==> src/hdl/seg_pkg.sv <==
package seg_pkg;

    localparam int COORD_W = 16;
    localparam int DELTA_W = 17;
    localparam int PROD_W = 34;
    localparam int SUM_W = 35;
    localparam int MUL_W = 52;
    localparam int FRAC_BITS = 8;
    localparam int NUM_W = MUL_W + FRAC_BITS;
    localparam int QUOT_W = 24;
    localparam int POINT_W = 24;

    localparam logic [1:0] STATUS_HIT = 2'd0;
    localparam logic [1:0] STATUS_PARALLEL = 2'd1;
    localparam logic [1:0] STATUS_MISS = 2'd2;

    typedef struct packed {
        logic [1:0] status;
        logic signed [SUM_W-1:0] na;
        logic signed [SUM_W-1:0] den;
        logic signed [DELTA_W-1:0] dax;
        logic signed [DELTA_W-1:0] day;
        logic signed [COORD_W-1:0] ax0;
        logic signed [COORD_W-1:0] ay0;
    } entry_t;

endpackage

==> src/hdl/seg_queue.sv <==
module seg_queue #(
    parameter int DEPTH = 4
)
(
    input  logic clk,
    input  logic rst_n,
    input  logic push,
    input  seg_pkg::entry_t push_entry,
    output logic not_full,
    input  logic pop,
    output logic not_empty,
    output seg_pkg::entry_t pop_entry
);

    localparam int PTR_W = (DEPTH > 1) ? $clog2(DEPTH) : 1;
    localparam int CNT_W = $clog2(DEPTH + 1);

    seg_pkg::entry_t mem [DEPTH];
    logic [PTR_W-1:0] wr_ptr_reg, rd_ptr_reg;
    logic [CNT_W-1:0] count_reg;

    assign not_full = (count_reg != CNT_W'(DEPTH));
    assign not_empty = (count_reg != '0);
    assign pop_entry = mem[rd_ptr_reg];

    always_ff @(posedge clk)
    begin
        if (push)
            mem[wr_ptr_reg] <= push_entry;
    end

    always_ff @(posedge clk or negedge rst_n)
    begin
        if (!rst_n)
        begin
            wr_ptr_reg <= '0;
            rd_ptr_reg <= '0;
            count_reg <= '0;
        end
        else
        begin
            if (push)
                wr_ptr_reg <= (wr_ptr_reg == PTR_W'(DEPTH - 1)) ? '0 : wr_ptr_reg + 1'b1;
            if (pop)
                rd_ptr_reg <= (rd_ptr_reg == PTR_W'(DEPTH - 1)) ? '0 : rd_ptr_reg + 1'b1;
            if (push && !pop)
                count_reg <= count_reg + 1'b1;
            else if (pop && !push)
                count_reg <= count_reg - 1'b1;
        end
    end

    assert property (@(posedge clk) disable iff (!rst_n) push |-> not_full)
        else $error("Queue written while full.");
    assert property (@(posedge clk) disable iff (!rst_n) pop |-> not_empty)
        else $error("Queue read while empty.");
    assert property (@(posedge clk) disable iff (!rst_n) count_reg <= CNT_W'(DEPTH))
        else $error("Queue count exceeds depth.");

endmodule

==> config.mk <==
export PLATFORM = sky130hd
export DESIGN_NAME = seg_queue
export DESIGN_NICKNAME = d
export VERILOG_FILES = /design/src/hdl/seg_pkg.sv /design/src/hdl/seg_queue.sv
export SDC_FILE = /design/constraint.sdc
export NUM_CORES = 1
export LEC_CHECK = 0
export ABC_AREA = 1
export ABC_CLOCK_PERIOD_IN_PS = 6400
export BUFFER_PORTS_ARGS = -buffer_cell sky130_fd_sc_hd__buf_2
export CAP_MARGIN = 20
export CELL_PAD_IN_SITES_DETAIL_PLACEMENT = 1
export CELL_PAD_IN_SITES_GLOBAL_PLACEMENT = 1
export CORE_ASPECT_RATIO = 1.5
export CORE_MARGIN = 3
export CORE_UTILIZATION = 50
export DETAILED_ROUTE_END_ITERATION = 10
export PLACE_DENSITY = 0.85
export RECOVER_POWER = 25
export SKIP_LAST_GASP = 1
export SYNTH_ARGS = -nofsm -noshare
export SYNTH_HDL_FRONTEND = slang
export SYNTH_SLANG_ARGS = --single-unit
==> constraint.sdc <==
create_clock -name clk -period 6.4 [get_ports clk]
set_input_delay 0.64 -clock clk [delete_from_list [all_inputs] [get_ports clk]]
set_output_delay 0.64 -clock clk [all_outputs]
set_load 0.05 [all_outputs]
==> results of run 1 <==
==> layer usage <==
layer	vias up	wire, um
met2	344	29500
met4	4	2330
met1	6787	18600
met3	128	2880
li1	6340	-
met5	-	21
==> what timing repair did <==
| item | CTS | global route |
|---|---|---|
| hold endpoints to repair | 7 | 0 |
| gates resized for setup | 0 | 0 |
| hold buffers | 1 | 0 |
==> worst register-to-register path, delay by kind of cell, from the launching register on <==
kind          cells  cell delay [ns]
fa+ha+maj         1             0.21
buf+inv           2             1.62
flops             1             0.41
simple gates      1             0.11
==> cell usage in the layout, fill, tap and decap left out, types with 2 or more instances in the layout <==
master / n
o211ai_1: 254
clkbuf_1: 95
nor2_1: 2
nand2_1: 427
nand3_1: 3
clkbuf_16: 53
buf_2: 194
dfrtp_1: 6
edfxtp_1: 552
clkbuf_8: 2
clkinv_1: 7
clkinvlp_4: 3
o211ai_2: 22
clkinv_2: 8
ha_1: 6
inv_1: 285
o21ai_0: 4
inv_6: 4
buf_4: 9
bufinv_16: 10
buf_12: 2
diode_2: 8
==> cell usage after synthesis, drive strengths merged <==
cell type / n / area (um^2)
nand2: 427 / 1600
inv: 291 / 1090
xnor2: 1 / 8.76
nand4: 1 / 6.26
edfxtp: 552 / 16600
clkbuf: 27 / 101
ha: 6 / 75.1
nor2: 2 / 7.51
o21ai: 5 / 25.0
o211ai: 276 / 2180
buf: 64 / 455
nand3: 3 / 15.0
fa: 1 / 20.0
dfrtp: 7 / 175
==> worst min-delay path by stage <==
stage / start / endpoint / slack, ns / depth (start not counted)
2_1_floorplan: rst_n / count_reg[0]$_DFFE_PN0P_ / 0.34 / 0
3_3_place_gp: count_reg[2]$_DFFE_PN0P_ / count_reg[2]$_DFFE_PN0P_ / 0.48 / 2
3_5_place_dp: rst_n / count_reg[2]$_DFFE_PN0P_ / 0.49 / 1
4_1_cts: push_entry[55] / mem[0][55]$_DFFE_PP_ / 0.25 / 1
5_1_grt: push_entry[78] / mem[3][78]$_DFFE_PP_ / 0.29 / 1
6_report: push_entry[81] / mem[2][81]$_DFFE_PP_ / 0.30 / 1
==> final cells by class <==
| cell class | instances | area, um^2 |
|---|---|---|
| repair buffers | 294 | 1440 |
| inverters | 291 | 1120 |
| well taps | 576 | 721 |
| clock inverters | 28 | 389 |
| fillers | 4420 | 18200 |
| flip-flops and latches | 559 | 16800 |
| multi-input cells | 722 | 3940 |
| clock buffers | 63 | 1380 |
| diodes | 8 | 20.0 |
==> power by group through the flow <==
stage	logic, W	registers (W)	clock network (W)
3_3_place_gp	0.00531	0.00490	0
4_1_cts	0.00551	0.00488	0.00326
5_1_grt	0.00584	0.00492	0.00341
3_5_place_dp	0.00547	0.00496	0
6_report	0.00544	0.00488	0.00320
2_1_floorplan	0.00415	0.00494	0
==> cell families after synthesis <==
logic type                 count (synthesis)  share of synthesized area
DFF                                      559                      0.750
and+or+nand+nor                          433                     0.0730
buffers and inverters                    382                     0.0738
AOI/OAI and AO/OA                        281                     0.0988
adders and majority gates                  7                    0.00426
xor gates and xnor gates                   1                   0.000392
==> stage by stage <==
step,total power [W],std cells,setup slack [ns],area (um^2),utilization
2_1_floorplan,0.00909,1663,2.57,22300,-
3_3_place_gp,0.0102,2440,3.17,24100,0.547
3_5_place_dp,0.0104,2440,3.10,24100,0.547
4_1_cts,0.0137,2532,2.44,25800,0.587
5_1_grt,0.0142,2540,2.16,25800,0.586
6_report,0.0135,2541,2.44,25800,0.586
==> summary.md, run 1 <==
| Metric | Value |
|---|---|
| Syn Nets | `between 1500 and 2000` |
| Global Route met3 Usage | `0.0490` |
| Die area | `between 40000 and 50000 um^2` |
| Placer congestion estimate | `~0.75` |
| Nets | `about 2100` |
| Antenna Nets Post-Route | `0` |
| Max-slew violations | `0` |
| Worst Max-Slew Pin Slew | `roughly 1.1 ns` |
| Global route overflow | `0` |
| Seq pwr share | `0.361` |
| Sw Ratio | `0.428` |
| Vias per cell | `5.35` |
| Slowest cell on the critical path | `inv_8` |
| Crit. End Element | `output pin` |
| Initial antenna violation count | `10` |
| Overall routing resource usage | `0.225` |
| TritonRoute pass-1 iters | `5` |
| Yosys cell types | `19` |
| WL/cell | `~21 um` |
| Max FFs per register | `roughly 550` |
| PD cells | `roughly 520 nW/um^2` |
| Outcome | `completed` |
| Worst VDD drop | `approximately 0.36 mV` |
| Logic pwr share | `0.402` |
| Pleak | `10.2 nW` |
| Endpoints failing setup | `0` |
| RSZ-0062 raised after global routing | `no` |
| Htree depth | `2` |
| Cell area after synthesis | `between 20000 and 25000 um^2` |
| Yosys warns | `0` |
| Bufs and invs on worst path | `3` |
| Setup TNS | `0 ns` |
| GR met2 Demand/Resource | `0.433` |
| Clk_skew | `0.0115 ns` |
| Required time of the critical path | `around 5.8 ns` |
| Global-route wire length before repair | `between 80000 and 90000 um` |
| DRC | `0` |
| WP data arrival | `3.32 ns` |
| Clock buffer depth | `3` |
| DIE WIDTH | `between 150 and 200 um` |
| Routed Wire Length | `~53000 um` |
| Max incr delay on CP | `0.70 ns` |
| Share of layout cells above drive strength 1 | `0.159` |
| Core Region | `around 44000 um^2` |
| CTS tree | `yes` |
| Critical path origin | `rd_ptr_reg[0]$_DFFE_PN0P_` |
| Setup Buffers After CTS | `0` |
| Highest Clock Rate | `~250 MHz` |
| Reg2reg start | `wr_ptr_reg[0]$_DFFE_PN0P_` |
| I/O pin count | `around 280` |
| Insertion delay to the later sink of the worst-skew pair | `~0.56 ns` |
| Post-DP HPWL | `around 33000 um` |
| Hold violation total from the final report | `0` |
| Setup crit start kind | `flop` |
| Net Sw Power | `around 0.0058 W` |
| Reg-to-reg endpoint | `mem[3][60]$_DFFE_PP_` |
| Syn Inst Count | `roughly 1700` |
| Port bufs | `between 200 and 300` |
| Worst hold path type | `input pin to flop` |
| Max Cap Viol | `0` |
| Max FO, Critical Path | `200` |
| CP top delay family | `buffers and inverters` |
| R2R depth | `4` |
| Syn Area/Cell | `13.4 um^2` |
| CTS Root Cell | `clkbuf_16` |
| Vias in the first global route | `between 15000 and 20000` |
| DRT iter0 DRCs | `between 700 and 800` |
| FF-to-FF setup slack | `about 3.6 ns` |
| Die span in y | `between 200 and 300 um` |
| Crit Path Class | `flop to output pin` |
| Setup crit end | `pop_entry[74]` |
| Largest net degree at the start of global routing | `201` |
| Crit-path cells | `inv_8 -> buf_12 -> nand2_1 -> o211ai_1 -> nand2_1 -> buf_2` |
| Site row count | `94` |
| Starting density of the core | `0.508` |
| Sequential-to-total area share from yosys stat | `0.750` |
| Worst-path clk slew | `~0.060 ns` |
| Worst slew margin | `0.261` |
| Vias | `roughly 14000` |
| Number of cells on the critical path | `6` |
| GR peak layer | `met2` |
| Synthesis-stage register bit count | `559` |
| Met1 Resource Use GR | `0.229` |
| Total CTS buffers | `50` |
| Fin crit share | `0.618` |
| Hold_ws | `between 0.2 and 0.3 ns` |
| Synth-to-layout area growth | `15.4%` |
| Clock power share | `0.237` |
| Clock period minus worst slack | `between 3 and 4 ns` |
| CP dominant cell by count | `nand2_1` |
| Pint | `~0.0077 W` |
| Sink Count | `~560` |
Note: power is estimated with default switching activity, not from simulation.
==> inputs of run 2 (changes only) <==
--- a/config.mk
+++ b/config.mk
@@ -5,8 +5,8 @@
 export SDC_FILE = /design/constraint.sdc
 export NUM_CORES = 1
 export LEC_CHECK = 0
-export ABC_AREA = 1
-export ABC_CLOCK_PERIOD_IN_PS = 6400
+export ABC_AREA = 0
+export ABC_CLOCK_PERIOD_IN_PS = 3730
 export BUFFER_PORTS_ARGS = -buffer_cell sky130_fd_sc_hd__buf_2
 export CAP_MARGIN = 20
 export CELL_PAD_IN_SITES_DETAIL_PLACEMENT = 1
@@ -15,7 +15,7 @@
 export CORE_MARGIN = 3
 export CORE_UTILIZATION = 50
 export DETAILED_ROUTE_END_ITERATION = 10
-export PLACE_DENSITY = 0.85
+export PLACE_DENSITY = 0.81
 export RECOVER_POWER = 25
 export SKIP_LAST_GASP = 1
 export SYNTH_ARGS = -nofsm -noshare
==> constraint.sdc (replaced) <==
create_clock -name clk -period 3.73 [get_ports clk]
set_input_delay 0.373 -clock clk [delete_from_list [all_inputs] [get_ports clk]]
set_output_delay 0.373 -clock clk [all_outputs]
set_load 0.05 [all_outputs]
==> run 2 against run 1 <==
  * Synthesized area fell by 9.0%
  * Die area shrank 8.8%
  * Worst setup slack worse by 1.6 ns
  * Clock power is 63% higher
  * Sequential power up 74%
  * Power is 62% higher
  * Global-route usage decreased by 2.4 points
  * Via count shrank 32%
  * Combinational power up 49%
  * Largest power group is now registers
==> summary.md, run 2 <==
| Metric | Value |
|---|---|
| Top cell type's share of synthesized area | `0.815 (+0.0734)` |
| Port bufs | `281 (unchanged)` |
| Starting density of the core | `0.511 (+0.00347)` |
| Vias in the first global route | `10500 (-30%)` |
| Max-slew violations | `0 (unchanged)` |
| Clk_skew | `0.0319 ns (+0.0205 ns)` |
| Cell with the most instances after synthesis | `edfxtp_1` |
| Max FFs per register | `552 (unchanged)` |
| Number of synthesized flops with an enable pin | `552 (unchanged)` |
| Crit. End Element | `output pin` |
| Worst-path clk slew | `0.06 ns (about the same)` |
| Hold violation total from the final report | `0 (unchanged)` |
| Worst hold path type | `input pin to flop` |
| Yosys cell types | `19 (unchanged)` |
| Max FO, Critical Path | `22 (-89%)` |
| Routed Wire Length | `43000 um (-19%)` |
| Insertion delay to the later sink of the worst-skew pair | `0.58 ns (+0.02 ns)` |
| Clock period minus worst slack | `2.93 ns` |
| Required time of the critical path | `3.36 ns (-2.40 ns)` |
| WP data arrival | `2.56 ns (-0.76 ns)` |
| Total CTS buffers | `51 (+2.0%)` |
| Worst slew margin | `0.406 (+0.145)` |
| Crit Path Class | `flop to output pin` |
| Predominant post-synthesis flop cell | `edfxtp_1` |
| Global route overflow | `0 (unchanged)` |
| Vias per cell | `5.59 (+4.4%)` |
| CTS Root Cell | `clkbuf_16` |
| FFs w/ async S/R, synth | `0.0125 (unchanged)` |
| Nets | `1253 (-39%)` |
| Global-route wire length before repair | `64300 um (-21%)` |
| Die span in y | `253 um (-4.5%)` |
| TritonRoute pass-1 iters | `5 (unchanged)` |
| Synthesis-stage register bit count | `559 (unchanged)` |
| Initial antenna violation count | `8 (-2)` |
| Post-DP HPWL | `26700 um (-19%)` |
| Leading post-synthesis cells by cell area | `edfxtp_1 (82%), mux4_2 (15%), dfrtp_1 (0.86%), buf_6 (0.66%), ha_1 (0.37%)` |
| Core Region | `39800 um^2 (-9.6%)` |
| Setup crit start kind | `flop` |
| Setup TNS | `0 ns (unchanged)` |
| RSZ-0062 raised after global routing | `no` |
| PD cells | `901 nW/um^2 (+72%)` |
| Syn Nets | `908 (-50%)` |
| Synth-to-layout area growth | `19.1%` |
| Syn Area/Cell | `26.8 um^2 (+99%)` |
| Fin crit share | `0.786` |
| Fill cells | `3278 (-26%)` |
| DRC | `0 (unchanged)` |
| Die area | `43200 um^2 (-8.8%)` |
| Most instantiated cells after synthesis | `edfxtp_1 (552), mux4_2 (138), buf_2 (13)` |
| Vias | `9209 (-32%)` |
| Final Instance Area | `24200 um^2 (-6.0%)` |
| Outcome | `completed` |
| I/O pin count | `282 (unchanged)` |
| Syn Inst Count | `759 (-54%)` |
| CTS tree | `yes` |
| Share of layout cells above drive strength 1 | `0.377 (+0.218)` |
| WL/cell | `26.1 um (+24%)` |
| Setup Buffers After CTS | `0 (unchanged)` |
| Worst Max-Slew Pin Slew | `0.891 ns (-0.217 ns)` |
| DRT iter0 DRCs | `752 (+1.6%)` |
| Placer congestion estimate | `0.708 (-5.8%)` |
| Fin util | `0.609 (+0.0233)` |
| Htree depth | `2 (unchanged)` |
| Commonest cells after routing, fill and taps aside | `edfxtp_1 (552), buf_2 (196), mux4_2 (138), clkbuf_1 (92), clkbuf_16 (53)` |
| Highest Clock Rate | `between 300 and 400 MHz` |
| Antenna Nets Post-Route | `0 (unchanged)` |
| Worst VDD drop | `0.545 mV (+52%)` |
| Yosys warns | `0 (unchanged)` |
| Overall routing resource usage | `0.201 (-0.0239)` |
| Sink Count | `559 (unchanged)` |
| DIE WIDTH | `171 um (-4.5%)` |
| Endpoints failing setup | `0 (unchanged)` |
| Pleak | `8.06 nW (-21%)` |
| Post-CTS sizing | `0 (unchanged)` |
| Site row count | `89 (-5.3%)` |
| Cell taking the most area after synthesis | `edfxtp_1` |
| Area post-placement | `22400 um^2 (-7.1%)` |
| Commonest non-fill, non-tap cell in the layout | `edfxtp_1` |
| Max Cap Viol | `0 (unchanged)` |
| Sequential-to-total area share from yosys stat | `0.824 (+0.0742)` |
| Cell area after synthesis | `20300 um^2 (-9.0%)` |
| Largest net degree at the start of global routing | `139 (-31%)` |
| Clock buffer depth | `3 (unchanged)` |
-- run 2: cell count changes in the layout (fill, tap and decap cells not counted), sizes merged, moves of 5 or more --
cell         delta
dlygate4sd3    +27
nand2         -424
clkbuf          -5
o211ai        -276
inv           -286
mux4          +138
clkinv          +7
-- run 2: power by group --
| part | total [W] | leakage (nW) | switching [W] | internal [W] |
|---|---|---|---|---|
| sequential | 0.00850 | 5.15 | 0.000443 | 0.00806 |
| clock | 0.00522 | 0.826 | 0.00215 | 0.00307 |
| combinational | 0.00812 | 2.08 | 0.00572 | 0.00240 |
| total | 0.0218 | 8.06 | 0.00831 | 0.0135 |
-- run 2: repair_timing --
item | CTS | global route
endpoints found under the hold margin | 99 | 0
hold buffers | 28 | 0
setup endpoints to repair | 0 | 0
-- run 2: logic make-up (layout without fill, tap and decap cells) --
family | Yosys count | count (layout) | share of synthesized area
AO/OA/AOI/OAI | 2 | 2 | 0.000492
XOR/XNOR | 3 | 3 | 0.00129
adder cells (fa/ha/maj) | 7 | 7 | 0.00468
buffers and inverters | 35 | 418 | 0.0122
flip-flops | 559 | 559 | 0.824
multiplexers | 141 | 141 | 0.155
other | 0 | 6 | 0
AND/OR/NAND/NOR | 12 | 12 | 0.00283
-- run 2: layout make-up --
cell class                      instances  area [um^2]  share of cell area
Antenna cell                            6         15.0            0.000620
Timing Repair Buffer                  323         1790              0.0737
Sequential cell                       559        16800               0.692
Tap cell                              500          626              0.0258
Multi-Input combinational cell        165         3340               0.138
Clock inverter                         31          330              0.0136
Inverter                                4         15.0            0.000620
Clock buffer                           60         1350              0.0558
-- run 2: critical path, stage by stage, from the launching register on --
cell and delay, ns:
dfrtp_4 0.69, buf_4 0.48, mux4_2 0.59, buf_2 0.23
-- run 2: final timing paths --
check,start,endpoint,slack [ns],depth (start not counted)
max,rd_ptr_reg[0]$_DFFE_PN0P_,pop_entry[6],0.80,3
min,push_entry[114],mem[3][114]$_DFFE_PP_,0.04,1
max reg2reg,wr_ptr_reg[0]$_DFFE_PN0P_,mem[2][67]$_DFFE_PP_,1.77,4
min reg2reg,count_reg[2]$_DFFE_PN0P_,count_reg[2]$_DFFE_PN0P_,0.48,1
max in group asynchronous,rst_n,rd_ptr_reg[1]$_DFFE_PN0P_,3.35,2
min in group asynchronous,rst_n,count_reg[2]$_DFFE_PN0P_,0.20,2
-- run 2: metrics by stage --
stage / cells / setup WS, ns / total power, W / hold slack [ns]
after floorplan: 759 / 0.970 / 0.0149 / 0.0774
after global placement: 1523 / 1.29 / 0.0167 / 0.217
after detailed placement: 1523 / 1.29 / 0.0169 / 0.225
after CTS: 1642 / 0.679 / 0.0222 / 0.000563
after global routing: 1646 / 0.607 / 0.0227 / 0.0250
final: 1648 / 0.798 / 0.0218 / 0.0384
-- run 2: metal layers --
metal,track usage,share of wire
met5,0,0.00030
met4,0.0761,0.028
met3,0.0398,0.051
met2,0.370,0.57
met1,0.230,0.35
